### src/design/ttr_pkg.sv
`timescale 1ns / 1ps
`default_nettype none
// ----------------------------------------------------------------------------
// ttr_pkg: shared definitions for the tile to raster reorder block
// Default geometry limits, field widths and configuration register indexes.
// ----------------------------------------------------------------------------
package ttr_pkg;

    localparam int TILE_SIZE_DEF  = 8;
    localparam int MAX_WIDTH_DEF  = 4096;
    localparam int MAX_HEIGHT_DEF = 4096;

    localparam int CFG_DATA_W   = 13;
    localparam int CFG_INDEX_W  = 2;
    localparam int BPP_W        = 3;
    localparam int PLANE_W      = 2;
    localparam int BYTE_W       = 8;
    localparam int OFFSET_W     = 26;

    localparam logic [BPP_W-1:0] BPP_RESET = 3'd3;
    localparam logic [BPP_W-1:0] BPP_MAX   = 3'd4;

    typedef enum logic [CFG_INDEX_W-1:0] {
        REG_IMAGE_WIDTH     = 2'd0,
        REG_IMAGE_HEIGHT    = 2'd1,
        REG_BYTES_PER_PIXEL = 2'd2
    } t_cfg_reg;

endpackage
`default_nettype wire

### src/design/tile_to_raster_reorder.sv
`timescale 1ns / 1ps
`default_nettype none
// ----------------------------------------------------------------------------
// tile_to_raster_reorder: tiled planar stream to interleaved raster offsets
// Walks the tile, row and plane counters of a clipped tiled planar image and
// gives each byte its offset in the interleaved raster image.
// ----------------------------------------------------------------------------
// Beats pass through the s1, s2 and output registers, one beat per cycle
// while the output is not stalled; the position counters advance in one step
// and the offset goes through a multiply stage and a plane scaling stage.
// A stalled output holds the pipeline, and empty stages still take new beats.
// Reset sets width and height to 1, bytes per pixel to 3 and clears all
// counters; any configuration write clears the counters as well.
// ----------------------------------------------------------------------------
module tile_to_raster_reorder #(
    parameter int TILE_SIZE  = ttr_pkg::TILE_SIZE_DEF,
    parameter int MAX_WIDTH  = ttr_pkg::MAX_WIDTH_DEF,
    parameter int MAX_HEIGHT = ttr_pkg::MAX_HEIGHT_DEF
) (
    input  wire logic                             i_clk,
    input  wire logic                             i_rst_n,
    input  wire logic                             i_cfg_wr_en,
    input  wire logic [ttr_pkg::CFG_INDEX_W-1:0]  i_cfg_index,
    input  wire logic [ttr_pkg::CFG_DATA_W-1:0]   i_cfg_data,
    input  wire logic                             i_valid,
    output logic                                  o_ready,
    input  wire logic [ttr_pkg::BYTE_W-1:0]       i_in_byte,
    output logic                                  o_valid,
    input  wire logic                             i_ready,
    output logic [ttr_pkg::OFFSET_W-1:0]          o_raster_offset,
    output logic [ttr_pkg::BYTE_W-1:0]            o_out_byte,
    output logic                                  o_frame_done
);
    import ttr_pkg::*;

    localparam int XW  = $clog2(MAX_WIDTH + 1);
    localparam int YW  = $clog2(MAX_HEIGHT + 1);
    localparam int TW  = (TILE_SIZE > 1) ? $clog2(TILE_SIZE) : 1;
    localparam int PXW = XW + YW + 1;
    localparam int OFW = PXW + BPP_W;

    // Configuration, stored already clamped.
    logic [XW-1:0]      r_width;
    logic [YW-1:0]      r_height;
    logic [BPP_W-1:0]   r_bpp;

    // Position counters.
    logic [XW-1:0]      r_x0, n_x0;
    logic [YW-1:0]      r_y0, n_y0;
    logic [TW-1:0]      r_cit, n_cit;
    logic [TW-1:0]      r_rit, n_rit;
    logic [PLANE_W-1:0] r_plane, n_plane;

    // Pipeline stages.
    logic               r_s1_valid, r_s2_valid, r_out_valid;
    logic [YW-1:0]      r_s1_row;
    logic [XW-1:0]      r_s1_col;
    logic [PLANE_W-1:0] r_s1_plane, r_s2_plane;
    logic [BYTE_W-1:0]  r_s1_byte, r_s2_byte, r_out_byte;
    logic               r_s1_done, r_s2_done, r_out_done;
    logic [PXW-1:0]     r_s2_pix;
    logic [OFFSET_W-1:0] r_out_offset;

    logic en1, en2, en3, accept;
    logic [XW:0]    w_col_p1, w_x0_next;
    logic [YW:0]    w_row_p1, w_y0_next;
    logic           col_end, row_end, tcol_end, trow_end, plane_end, done;
    logic [XW-1:0]  w_col;
    logic [YW-1:0]  w_row;
    logic [OFW-1:0] w_offset;

    assign en3    = !r_out_valid || i_ready;
    assign en2    = !r_s2_valid || en3;
    assign en1    = !r_s1_valid || en2;
    assign o_ready = en1;
    assign accept = i_valid && en1;

    assign w_col     = r_x0 + XW'(r_cit);
    assign w_row     = r_y0 + YW'(r_rit);
    assign w_col_p1  = {1'b0, w_col} + (XW+1)'(1);
    assign w_row_p1  = {1'b0, w_row} + (YW+1)'(1);
    assign w_x0_next = {1'b0, r_x0} + (XW+1)'(TILE_SIZE);
    assign w_y0_next = {1'b0, r_y0} + (YW+1)'(TILE_SIZE);

    assign col_end   = (w_col_p1 == {1'b0, r_width}) || (r_cit == TW'(TILE_SIZE - 1));
    assign row_end   = (w_row_p1 == {1'b0, r_height}) || (r_rit == TW'(TILE_SIZE - 1));
    assign tcol_end  = w_x0_next >= {1'b0, r_width};
    assign trow_end  = w_y0_next >= {1'b0, r_height};
    assign plane_end = ({1'b0, r_plane} + BPP_W'(1)) >= r_bpp;
    assign done      = col_end && row_end && tcol_end && trow_end && plane_end;

    always_comb begin
        n_cit   = r_cit;
        n_rit   = r_rit;
        n_x0    = r_x0;
        n_y0    = r_y0;
        n_plane = r_plane;
        if (!col_end) begin
            n_cit = r_cit + TW'(1);
        end else begin
            n_cit = '0;
            if (!row_end) begin
                n_rit = r_rit + TW'(1);
            end else begin
                n_rit = '0;
                if (!tcol_end) begin
                    n_x0 = w_x0_next[XW-1:0];
                end else begin
                    n_x0 = '0;
                    if (!trow_end) begin
                        n_y0 = w_y0_next[YW-1:0];
                    end else begin
                        n_y0 = '0;
                        if (!plane_end) begin
                            n_plane = r_plane + PLANE_W'(1);
                        end else begin
                            n_plane = '0;
                        end
                    end
                end
            end
        end
    end

    always_ff @(posedge i_clk) begin
        if (!i_rst_n) begin
            r_width  <= XW'(1);
            r_height <= YW'(1);
            r_bpp    <= BPP_RESET;
        end else if (i_cfg_wr_en) begin
            case (i_cfg_index)
                REG_IMAGE_WIDTH: begin
                    if (i_cfg_data == '0) begin
                        r_width <= XW'(1);
                    end else if (int'(i_cfg_data) > MAX_WIDTH) begin
                        r_width <= XW'(MAX_WIDTH);
                    end else begin
                        r_width <= XW'(i_cfg_data);
                    end
                end
                REG_IMAGE_HEIGHT: begin
                    if (i_cfg_data == '0) begin
                        r_height <= YW'(1);
                    end else if (int'(i_cfg_data) > MAX_HEIGHT) begin
                        r_height <= YW'(MAX_HEIGHT);
                    end else begin
                        r_height <= YW'(i_cfg_data);
                    end
                end
                REG_BYTES_PER_PIXEL: begin
                    case (i_cfg_data[BPP_W-1:0]) inside
                        3'd0:         r_bpp <= BPP_W'(1);
                        [3'd5:3'd7]:  r_bpp <= BPP_MAX;
                        default:      r_bpp <= i_cfg_data[BPP_W-1:0];
                    endcase
                end
                default: begin
                end
            endcase
        end
    end

    always_ff @(posedge i_clk) begin
        if (!i_rst_n || i_cfg_wr_en) begin
            r_x0    <= '0;
            r_y0    <= '0;
            r_cit   <= '0;
            r_rit   <= '0;
            r_plane <= '0;
        end else if (accept) begin
            r_x0    <= n_x0;
            r_y0    <= n_y0;
            r_cit   <= n_cit;
            r_rit   <= n_rit;
            r_plane <= n_plane;
        end
    end

    always_ff @(posedge i_clk) begin
        if (!i_rst_n) begin
            r_s1_valid  <= 1'b0;
            r_s2_valid  <= 1'b0;
            r_out_valid <= 1'b0;
        end else begin
            if (en1) begin
                r_s1_valid <= accept;
            end
            if (en2) begin
                r_s2_valid <= r_s1_valid;
            end
            if (en3) begin
                r_out_valid <= r_s2_valid;
            end
        end
    end

    assign w_offset = OFW'(r_s2_pix) * OFW'(r_bpp) + OFW'(r_s2_plane);

    always_ff @(posedge i_clk) begin
        if (en1 && accept) begin
            r_s1_row   <= w_row;
            r_s1_col   <= w_col;
            r_s1_plane <= r_plane;
            r_s1_byte  <= i_in_byte;
            r_s1_done  <= done;
        end
        if (en2 && r_s1_valid) begin
            r_s2_pix   <= PXW'(r_s1_row) * PXW'(r_width) + PXW'(r_s1_col);
            r_s2_plane <= r_s1_plane;
            r_s2_byte  <= r_s1_byte;
            r_s2_done  <= r_s1_done;
        end
        if (en3 && r_s2_valid) begin
            r_out_offset <= w_offset[OFFSET_W-1:0];
            r_out_byte   <= r_s2_byte;
            r_out_done   <= r_s2_done;
        end
    end

    assign o_valid         = r_out_valid;
    assign o_raster_offset = r_out_offset;
    assign o_out_byte      = r_out_byte;
    assign o_frame_done    = r_out_done;

endmodule
`default_nettype wire
### config.mk
export PLATFORM = sky130hd
export DESIGN_NAME = tile_to_raster_reorder
export DESIGN_NICKNAME = d
export VERILOG_FILES = /design/src/design/ttr_pkg.sv /design/src/design/tile_to_raster_reorder.sv
export SDC_FILE = /design/constraint.sdc
export NUM_CORES = 1
export LEC_CHECK = 0
export BUFFER_PORTS_ARGS = -buffer_cell sky130_fd_sc_hd__buf_2
export CAP_MARGIN = 10
export CORE_MARGIN = 8
export CORE_UTILIZATION = 42
export DETAILED_ROUTE_END_ITERATION = 10
export PLACE_DENSITY = 0.54
export SYNTH_ARGS = -nofsm -noshare
export SYNTH_HDL_FRONTEND = slang
export SYNTH_SLANG_ARGS = --single-unit
### constraint.sdc
create_clock -name i_clk -period 15.82 [get_ports i_clk]
set_clock_uncertainty 0.2 [all_clocks]
set_input_delay 0 -clock i_clk [delete_from_list [all_inputs] [get_ports i_clk]]
set_output_delay 0 -clock i_clk [all_outputs]
set_load 0.005 [all_outputs]
## Word level (Yosys, flattened, before mapping)

Cells that the tools add are included.

| storage, ports and cells | value |
|---|---|
| input bits | 28 |
| register bits | 176 |
| output and inout port bits | 37 |
| word-level logic and storage cells | 87 |

| cells by class | value |
|---|---|
| $mul | 2 |
| $lt $le $gt $ge | 6 |
| eq/ne operators | 6 |
| mux-type cells | 9 |
| $add $sub $neg | 12 |
| reduce and logical (&&, ||, !) cells | 29 |

Operators with widths:

| kind | count |
|---|---|
| $mux W13 | 4 |
| $add A13 B1 Y14 const B | 2 |
| $add A13 B4 Y14 const B | 2 |
| $eq A14 B13 Y1 | 2 |
| $ge A14 B13 Y1 | 2 |
| $add A26 B13 Y27 | 1 |
| $mul A27 B3 Y26 | 1 |
| $add A13 B3 Y13 | 2 |
| $add A26 B2 Y26 | 1 |
| $mul A13 B13 Y26 | 1 |
| $gt A13 B13 Y1 const B | 1 |
| $logic_not A13 Y1 | 1 |
| $mux W3 | 4 |
| $logic_and A1 B1 Y1 | 9 |
| $reduce_and A2 Y1 | 4 |
| $add A3 B1 Y3 const B | 2 |
| $eq A3 B3 Y1 const B | 2 |
| $logic_or A1 B1 Y1 | 6 |
| $reduce_and A5 Y1 | 1 |
| $logic_not A1 Y1 | 4 |
| $reduce_and A4 Y1 | 1 |
| $add A2 B1 Y3 const B | 1 |
| $ge A3 B3 Y1 | 1 |
| $ge A3 B3 Y1 const B | 1 |
| other kinds (8) | 8 |

## Longest topological paths before layout

Gate-level depths: netlist (run 1).

| depth | value |
|---|---|
| word-level depth | 8 |
| mapped depth | 23 |
| gate-level depth less buffers | 22 |

## Worst setup path before layout (run 1)

No wires, ideal clock.

| timing | value |
|---|---|
| path kind | register -> register |
| start point | register r_width[6] |
| end point | register r_s2_pix[24], data pin |
| data arrival time | 5.920 ns |
| period minus slack after synthesis | 6.378 ns |
| path slack | 9.442 ns |
| cell stages (with the launch flop) | 22 |
| buffers on the path | 2 |
| required time | 15.362 ns |
| library setup time | 0.258 ns |
| cell sequence | dfxtp_1 > clkbuf_1 > clkbuf_1 > nand2_1 > fa_1 > fa_1 > fa_1 > inv_1 > fa_1 > fa_1 > inv_1 > fa_1 > inv_1 > ha_1 > a21oi_1 > o221ai_1 > a31oi_1 > o21ai_0 > o41ai_1 > o2111ai_1 > a21oi_1 > xnor2_1 |

| between the ends | value |
|---|---|
| word-level cells in the longest chain between the ends | 2 |

RTL lines:

| item | RTL line | text |
|---|---|---|
| from (decl) | tile_to_raster_reorder.sv:43 | `logic [XW-1:0] r_width;` |
| from (signal assigned) | tile_to_raster_reorder.sv:136 | `r_width <= XW'(MAX_WIDTH);` |
| from (signal assigned) | tile_to_raster_reorder.sv:138 | `r_width <= XW'(i_cfg_data);` |
| $mul A13 B13 Y26 | tile_to_raster_reorder.sv:208 | `r_s2_pix <= PXW'(r_s1_row) * PXW'(r_width) + PXW'(r_s1_col);` |
| $add A26 B13 Y27 | tile_to_raster_reorder.sv:208 |  |
| to (signal assigned) | tile_to_raster_reorder.sv:208 |  |
| to (decl) | tile_to_raster_reorder.sv:61 | `logic [PXW-1:0] r_s2_pix;` |

Every way passes these cells.
A chain may end at the register's enable or synchronous reset.

## Final worst setup path (run 1)

| timing | value |
|---|---|
| start point | register r_s1_row[8] |
| end point | register r_s2_pix[24], data pin |

| between the ends | value |
|---|---|
| word-level cells in the longest chain between the ends | 2 |

RTL lines:

| item | RTL line | text |
|---|---|---|
| from (decl) | tile_to_raster_reorder.sv:56 | `logic [YW-1:0] r_s1_row;` |
| from (signal assigned) | tile_to_raster_reorder.sv:201 | `r_s1_row <= w_row;` |
| $mul A13 B13 Y26 | tile_to_raster_reorder.sv:208 |  |
| $add A26 B13 Y27 | tile_to_raster_reorder.sv:208 |  |

Every way passes these cells.

==> results.json, run 1 <==
{
  "maxCapViolCount": 0,
  "ctsResizeCount": 0,
  "wire_per_inst_um": 15.6,
  "finalHoldViolations": 0,
  "viasPerCell": 5.01,
  "period_share_pct": 43.9,
  "pwr-share-comb_pct": 25.1,
  "overflow": 0,
  "num_rows": 72,
  "final_antenna_net_count": 0,
  "cts_root_buf": "clkbuf_16",
  "hold_path_depth": 2,
  "ir_drop_uv": 68.3,
  "clock.fmax_mhz": 144,
  "antenna_found_initial": 0,
  "synth.top_cell.area_share_pct": 20.0,
  "via_count": 11500,
  "postSynthCellCount": 1729,
  "hold_class": "in -> reg",
  "worstPathArrival_ps": 6920,
  "cts_num_sinks": 169,
  "diodes": 0,
  "yosys.area.top_type": "edfxtp_1",
  "timing.reg2reg.setup_slack_ps": 8880,
  "power.leakage_nw": 8.17,
  "synth-edff-count": 109,
  "drt_iter0_drc": 579,
  "seq_power_share_pct": 41.7,
  "syn-num-nets": 2081,
  "dieHeight_um": 213,
  "postCtsSetupBuffers": 0,
  "cts_buffer_depth": 2,
  "relSlewSlack_pct": 29.3,
  "p_int_mw": 0.863,
  "grt_use_total_pct": 16.3,
  "syn-cell-area_um2": 16400,
  "stdcell_area_um2": 18000,
  "cts_tree": "yes",
  "cp-start-kind": "register",
  "min_to": "r_s1_byte[1]",
  "timing.rr.end": "r_s2_pix[24]",
  "die_w_um": 213,
  "cts_max_level": 4,
  "ys_ff_latch": 169,
  "ys_async_sr_fraction_pct": 0,
  "setup_viol": 0,
  "hpwl_um": 28100,
  "grt_pass1_wl_um": 59400,
  "syn_to_final_growth_pct": 9.87,
  "start_util_pct": 42.5,
  "fin_crit_ps": 6940,
  "synth_cell_type_count": 79,
  "whs_ps": 72.8,
  "sw_frac_of_total_pct": 30.9,
  "r2r_cells": 20,
  "r2r-start": "r_s1_row[8]",
  "drtPass1Iterations": 5,
  "place_area_um2": 17000,
  "synth_area_leaders": "edfxtp_1, fa_1, ha_1, dfxtp_1, inv_1",
  "final_nets": 2113,
  "tightest_slew_ps": 1060,
  "p_clk_share_pct": 33.2,
  "cp_max_fo": 13,
  "coreArea_um2": 38600,
  "clkLatencyLatePin_ps": 440,
  "outcome": "finished, final reports clean",
  "crit_type": "reg -> reg",
  "clk_pin_slew_ps": 80,
  "cp.required_ps": 15810,
  "drc": 0,
  "yosysSeqAreaShare_pct": 27.3,
  "worst_hold_startpoint": "i_in_byte[1]",
  "post-route-util_pct": 46.7,
  "grt_max_degree": 41,
  "maxSlewViolCount": 0,
  "gp_congestion": 0.869,
  "power_density_nw_per_um2": 69.5,
  "first_global_vias": 11700,
  "critPathCaptureType": "register",
  "drive_above_1_share_pct": 7.84,
  "cts_buffers": 17,
  "ys_warn_count": 0,
  "syn_area_per_cell_um2": 9.47,
  "routed_wl_um": 35800,
  "synth_ff_type": "edfxtp_1",
  "io_pins": 65,
  "rsz0062_at_grt": "false",
  "die_area_um2": 45600,
  "cts_hold_buffers": 41,
  "port_buffers": 64,
  "switchingPower_mw": 0.386,
  "tns_ps": 0
}
-- cells in the mapped netlist, types with 12 or more instances --
| master | number |
|---|---|
| xor2_1 | 18 |
| nand2b_1 | 12 |
| ha_1 | 170 |
| nor3_1 | 24 |
| xnor2_1 | 73 |
| buf_2 | 12 |
| a21boi_0 | 30 |
| nand2_1 | 245 |
| inv_1 | 246 |
| fa_1 | 154 |
| and2_1 | 95 |
| nor2_1 | 54 |
| a211oi_1 | 15 |
| edfxtp_1 | 109 |
| dfxtp_1 | 60 |
| nand3_1 | 36 |
| o21ai_0 | 20 |
| clkbuf_1 | 78 |
| a21o_1 | 19 |
| a21oi_1 | 50 |
| nor2b_1 | 26 |
-- flip-flops by register name, summed over array words and instances, names as in the netlist, 8 cells and up --
signal           count
r_s1_col            13
r_s1_byte            8
o_out_byte           8
o_raster_offset     26
r_y0                10
r_s2_pix            26
r_height            13
r_s1_row            13
r_x0                10
r_s2_byte            8
r_width             13
-- worst max-delay path by stage --
stage | to | start | depth (start not counted)
floorplan | r_s2_pix[24] | r_width[6] | 21
global placement | r_s2_pix[24] | r_s1_row[8] | 20
detailed placement | r_s2_pix[24] | r_s1_row[8] | 20
CTS | r_s2_pix[24] | r_s1_row[8] | 20
global route | r_s2_pix[24] | r_s1_row[8] | 20
finish | r_s2_pix[24] | r_s1_row[8] | 20
-- critical path: stages (launching register included) --
cell and delay [ps]:
edfxtp_1 580, and2_1 270, fa_1 530, inv_1 50, fa_1 530, inv_1 50, fa_1 550, fa_1 450
fa_1 540, inv_1 50, fa_1 490, inv_1 40, ha_1 360, a21oi_1 240, o221ai_1 160, a31oi_1 320
o21ai_0 240, o41ai_1 540, o2111ai_1 210, a21oi_1 200, xnor2_1 80
-- metrics by stage --
step	worst slack [ps]	cells	total power [mW]
after floorplan	9440	1729	0.768
final	8880	2292	1.25
after global routing	8440	2292	1.33
after global placement	9030	2219	0.836
after CTS	8850	2292	1.27
after detailed placement	8890	2219	0.838
-- kinds of logic after synthesis --
family	count (synthesis)	synth area share, %
XOR/XNOR	91	4.87
AO/OA/AOI/OAI	223	9.63
buffers and inverters	344	8.14
adder cells (fa/ha/maj)	324	31.8
multiplexers	10	0.627
flip-flops	169	27.3
AND/OR/NAND/NOR	568	17.6
-- cells in the final DEF, fill, tap and decap left out, types with 29 or more instances in the layout --
master           n
fa_1           154
dlygate4sd3_1   41
inv_1          246
ha_1           170
a21oi_1         50
and2_1          95
dfxtp_1         60
edfxtp_1       109
a21boi_0        29
nand2_1        245
nand3_1         36
nor2_1          54
buf_2           64
xnor2_1         73
-- per-layer routing --
metal	wire length (um)	part of all wire (%)	up-vias	global-route usage, %
met3	1130	3.2	33	2.34
li1	-	-	5735	-
met5	0	0	-	0
met4	604	1.7	0	4.25
met2	17300	48	175	27.8
met1	16800	47	5549	21.4
-- power groups by stage --
stage / Clock, mW / Combinational, mW / Sequential [mW]
2_1_floorplan: 0 / 0.246 / 0.522
3_3_place_gp: 0 / 0.305 / 0.530
3_5_place_dp: 0 / 0.307 / 0.531
4_1_cts: 0.428 / 0.317 / 0.521
5_1_grt: 0.443 / 0.360 / 0.524
6_report: 0.415 / 0.313 / 0.521
-- cell type report --
| class | instances | area [um^2] |
|---|---|---|
| tap | 518 | 648 |
| multi-input combinational | 1216 | 10600 |
| sequential | 169 | 4470 |
| fill | 3717 | 20600 |
| clock inverter | 11 | 100 |
| timing repair buffer | 111 | 776 |
| clock buffer | 21 | 483 |
| inverter | 246 | 923 |
No activity file was read; power rests on OpenSTA's default activity.
==> run 2, diff against run 1 <==
PLACE_DENSITY = 0.56   (was 0.54)
clock period = 5.62 ns   (was 15.82 ns; I/O delays follow)
==> results.json, run 2 (synthesized netlist as in run 1, its figures left out) <==
{
  "slowest_delay_ps": 550,
  "hpwl_um": 29100,
  "grt_use_total_pct": 16.2,
  "grt_max_degree": 38,
  "first_global_vias": 11900,
  "hold_class": "in -> reg",
  "cts_buffers": 17,
  "path_cells": "and2_4 -> fa_1 -> inv_2 -> fa_1 -> inv_2 -> fa_1 -> inv_1 -> fa_1 -> inv_1 -> fa_2 -> inv_2 -> fa_2 -> inv_2 -> ha_4 -> a21oi_4 -> o221ai_2 -> a31oi_2 -> o21ai_2 -> o41ai_4 -> o2111ai_1 -> a21oi_1 -> xnor2_1",
  "routed_wl_um": 36500,
  "outcome": "complete, but fails checks",
  "maxSlewViolCount": 0,
  "gp_congestion": 0.866,
  "place_area_um2": 17800,
  "cts_buffer_depth": 2,
  "clock.fmax_mhz": 171,
  "setup_viol": 8,
  "setup_slack_ps": -226,
  "drc": 0,
  "port_buffers": 64,
  "rsz0062_at_grt": "true",
  "power_density_nw_per_um2": 191,
  "drtPass1Iterations": 5,
  "fin_crit_ps": 5850,
  "cts_num_sinks": 169,
  "coreArea_um2": 38600,
  "final_nets": 2229,
  "io_pins": 65,
  "whs_ps": 53.6,
  "overflow": 0,
  "die_w_um": 213,
  "final_antenna_net_count": 0,
  "cp.required_ps": 5620,
  "tightest_slew_ps": 1230,
  "start_util_pct": 42.5,
  "clk_pin_slew_ps": 70,
  "via_count": 11900,
  "stdcell_area_um2": 19300,
  "slowest_stage": "fa_1",
  "grt_pass1_wl_um": 59500,
  "cts_tree": "yes",
  "layout_commonest_cell": "nand2_1",
  "dieHeight_um": 213,
  "cp_max_fo": 5,
  "worstPathArrival_ps": 5840,
  "num_rows": 72,
  "maxCapViolCount": 0,
  "post-route-util_pct": 50.1,
  "tns_ps": -979,
  "total_power_mw": 3.69,
  "wire_per_inst_um": 15.1,
  "diodes": 0,
  "clkLatencyLatePin_ps": 460,
  "power.leakage_nw": 8.86,
  "critPathCaptureType": "register",
  "ir_drop_uv": 190,
  "die_area_um2": 45600,
  "drt_iter0_drc": 477,
  "final_cell_mix": "nand2_1, inv_1, ha_1",
  "relSlewSlack_pct": 17.9,
  "antenna_found_initial": 0,
  "r2r_cells": 22,
  "syn_to_final_growth_pct": 17.9,
  "cts_root_buf": "clkbuf_16",
  "finalHoldViolations": 0,
  "viasPerCell": 4.95,
  "crit_type": "reg -> reg",
  "hold_path_depth": 2,
  "drive_above_1_share_pct": 17.2,
  "violations": "negative setup slack",
  "cp-start-kind": "register",
  "period_share_pct": 104,
  "cts_max_level": 4
}
run 2: cell types whose count changed in the layout (fill, tap and decap cells not counted), sizes merged:
cell and change:
dlygate4sd3 +2, clkinv +1, inv +2, bufinv +1
buf +114, clkbuf -4
run 2: repair_timing:
action	CTS	global route
pin swaps	33	27
hold endpoints to repair	51	0
hold buffers	43	0
setup endpoints to repair	11	12
buffers inserted	10	13
resized for setup	39	35
run 2: where the power goes:
part / leakage (nW) / internal (mW) / switching, mW
registers: 1.54 / 1.41 / 0.0388
clock network: 0.305 / 0.647 / 0.576
logic: 7.02 / 0.458 / 0.560
total: 8.86 / 2.52 / 1.17
run 2: path summary, 6_finish.rpt:
| kind | to | slack (ps) | from |
|---|---|---|---|
| max | r_s2_pix[24] | -230 | r_s1_row[7] |
| min | r_s1_byte[0] | 50 | i_in_byte[0] |
| max reg2reg | r_s2_pix[24] | -230 | r_s1_row[7] |
| min reg2reg | r_s2_byte[3] | 220 | r_s1_byte[3] |
run 2: layout make-up:
cell class | instances | area, um^2
Fill cell | 3620 | 19200
Multi-Input combinational cell | 1216 | 10900
Sequential cell | 169 | 4490
Timing Repair Buffer | 227 | 1700
Inverter | 246 | 923
Tap cell | 518 | 648
Clock buffer | 17 | 425
Clock inverter | 15 | 194
run 2: per-layer routing:
metal	up-vias	global-route usage, %	part of all wire [%]
met3	32	2.51	2.8
met1	5783	21.2	47
li1	5973	-	-
met5	-	0	0
met2	127	27.7	49
met4	0	4.68	1.6
run 2: metrics by stage:
step / std cells / worst slack [ps]
global placement: 2311 / -301
detailed placement: 2311 / -395
CTS: 2396 / -203
finish: 2408 / -226
floorplan: 1729 / -97.6
global route: 2408 / -443
run 2: worst max-delay path: cells and delay by family, from the launching register on:
kind            cells  cell delay, ps
simple gates        1             180
compound gates      7            1230
flops               1             460
fa+ha+maj           7            3190
buf+inv             6             260
xor+xnor            1              90
==> run 3, diff against run 2 <==
CORE_UTILIZATION = 54   (was 42)
PLACE_DENSITY = 0.82   (was 0.56)
==> results.json, run 3 (synthesized netlist as in run 1, its figures left out) <==
{
  "multi_input_area_um2": 10900,
  "die_w_um": 190,
  "final_cell_mix": "nand2_1, inv_1, ha_1",
  "hold_path_depth": 2,
  "ir_drop_uv": 182,
  "critPathCaptureType": "register",
  "power_density_nw_per_um2": 195,
  "rsz0062_at_grt": "true",
  "gp_congestion": 0.927,
  "path_cells": "buf_4 -> and2_4 -> fa_1 -> inv_1 -> fa_1 -> inv_1 -> fa_1 -> inv_1 -> fa_1 -> inv_1 -> fa_2 -> inv_2 -> fa_2 -> inv_2 -> ha_4 -> nand4_1 -> o221ai_2 -> a31oi_4 -> o21ai_4 -> o41ai_4 -> o21bai_1 -> a21oi_1 -> xnor2_1",
  "place_area_um2": 17700,
  "period_share_pct": 108,
  "setup_slack_ps": -441,
  "slowest_delay_ps": 520,
  "grt_max_degree": 38,
  "maxCapViolCount": 0,
  "cts_num_sinks": 169,
  "fin_crit_ps": 6060,
  "r2r_cells": 23,
  "tightest_slew_ps": 1410,
  "start_util_pct": 55.1,
  "drive_above_1_share_pct": 17.1,
  "min_to": "r_s1_byte[1]",
  "drtPass1Iterations": 5,
  "outcome": "complete, but fails checks",
  "grt_pass1_wl_um": 63300,
  "final_nets": 2227,
  "stdcell_area_um2": 19100,
  "worst_hold_startpoint": "i_in_byte[1]",
  "coreArea_um2": 29700,
  "cts_max_level": 4,
  "cts_root_buf": "clkbuf_16",
  "maxSlewViolCount": 0,
  "cp_max_fo": 4,
  "relSlewSlack_pct": 4.93,
  "final_antenna_net_count": 0,
  "wire_per_inst_um": 17.2,
  "drt_iter0_drc": 799,
  "first_global_vias": 13100,
  "crit_type": "reg -> reg",
  "cts_buffers": 17,
  "violations": "negative setup slack",
  "grt_use_total_pct": 21.3,
  "via_count": 12600,
  "die_area_um2": 36100,
  "port_buffers": 64,
  "cts_tree": "yes",
  "routed_wl_um": 39100,
  "overflow": 0,
  "clkLatencyLatePin_ps": 450,
  "finalHoldViolations": 0,
  "setup_viol": 14,
  "r2r-start": "r_s1_row[5]",
  "total_power_mw": 3.72,
  "clk_pin_slew_ps": 80,
  "num_rows": 63,
  "layout_commonest_cell": "nand2_1",
  "regArea_um2": 4480,
  "slowest_stage": "fa_2",
  "whs_ps": 66.9,
  "antenna_found_initial": 1,
  "cts_buffer_depth": 2,
  "dieHeight_um": 190,
  "worstPathArrival_ps": 6050,
  "clock.fmax_mhz": 165,
  "timing.rr.end": "r_s2_pix[22]",
  "syn_to_final_growth_pct": 16.7,
  "viasPerCell": 5.55,
  "power.leakage_nw": 8.86,
  "hpwl_um": 29000,
  "drc": 0,
  "timing.reg2reg.setup_slack_ps": -440,
  "cp.required_ps": 5610,
  "fillers": 2230,
  "cp-start-kind": "register",
  "io_pins": 65,
  "hold_class": "in -> reg"
}
==> run 3: cell types whose count changed in the layout (fill, tap and decap cells not counted), moves of 3 or more <==
cell / delta
and2_1: -3
and2_4: +3
buf_4: +5
dlygate4sd3_1: -7
inv_1: +6
inv_2: -6
inv_4: +3
nand2_1: +4
nand2_2: -4
==> run 3: final cells by class <==
type	instances	area share (%)
inverter	246	4.83
multi-input combinational	1216	57.3
tap	390	2.55
timing repair buffer	225	8.74
clock buffer	17	2.23
clock inverter	15	0.917
sequential	169	23.5
antenna	1	0.0131
==> run 3: worst max path at each step <==
stage | from | to | slack [ps] | depth (start not counted)
floorplan | r_s1_row[5] | r_s2_pix[24] | -100 | 23
global placement | r_s1_row[5] | r_s2_pix[25] | -280 | 20
detailed placement | r_s1_row[5] | r_s2_pix[25] | -450 | 20
CTS | r_s1_row[6] | r_s2_pix[24] | -210 | 18
global route | r_s1_row[5] | r_s2_pix[22] | -600 | 23
finish | r_s1_row[5] | r_s2_pix[22] | -440 | 23
==> run 3: what timing repair did <==
| item | 4_1_cts | 5_1_grt |
|---|---|---|
| pin swaps | 31 | 30 |
| hold buffers | 36 | 0 |
| endpoints found under the setup margin | 13 | 14 |
| setup buffers | 12 | 13 |
| gates resized for setup | 33 | 33 |
| hold endpoints to repair | 47 | 0 |
==> run 3: worst max-delay path: cells and delay by family, from the launching register on <==
kind / cells / cell delay, ps
buffers and inverters: 7 / 450
DFF: 1 / 430
AOI/OAI and AO/OA: 6 / 1210
and+or+nand+nor: 2 / 260
xor gates and xnor gates: 1 / 100
adders and majority gates: 7 / 3160
==> run 3: report_power, final <==
group	internal, mW	switching (mW)
sequential	1.41	0.0402
clock	0.606	0.605
combinational	0.463	0.588
==> run 3: stage by stage <==
step	setup WS [ps]	util (%)	TNS, ps	instances
2_1_floorplan	-97.6	-	-163	1729
3_3_place_gp	-284	59.5	-1550	2186
3_5_place_dp	-453	59.5	-3100	2186
4_1_cts	-215	63.5	-1410	2266
5_1_grt	-598	64.3	-5730	2278
6_report	-441	64.3	-3580	2279
==> run 3: layer usage <==
layer	vias to the layer above	wire (um)	track usage, %
met2	401	19800	38.7
met3	91	2270	3.53
met4	0	1020	7.25
met5	-	0	0
met1	6177	16100	25.2
li1	5977	-	-
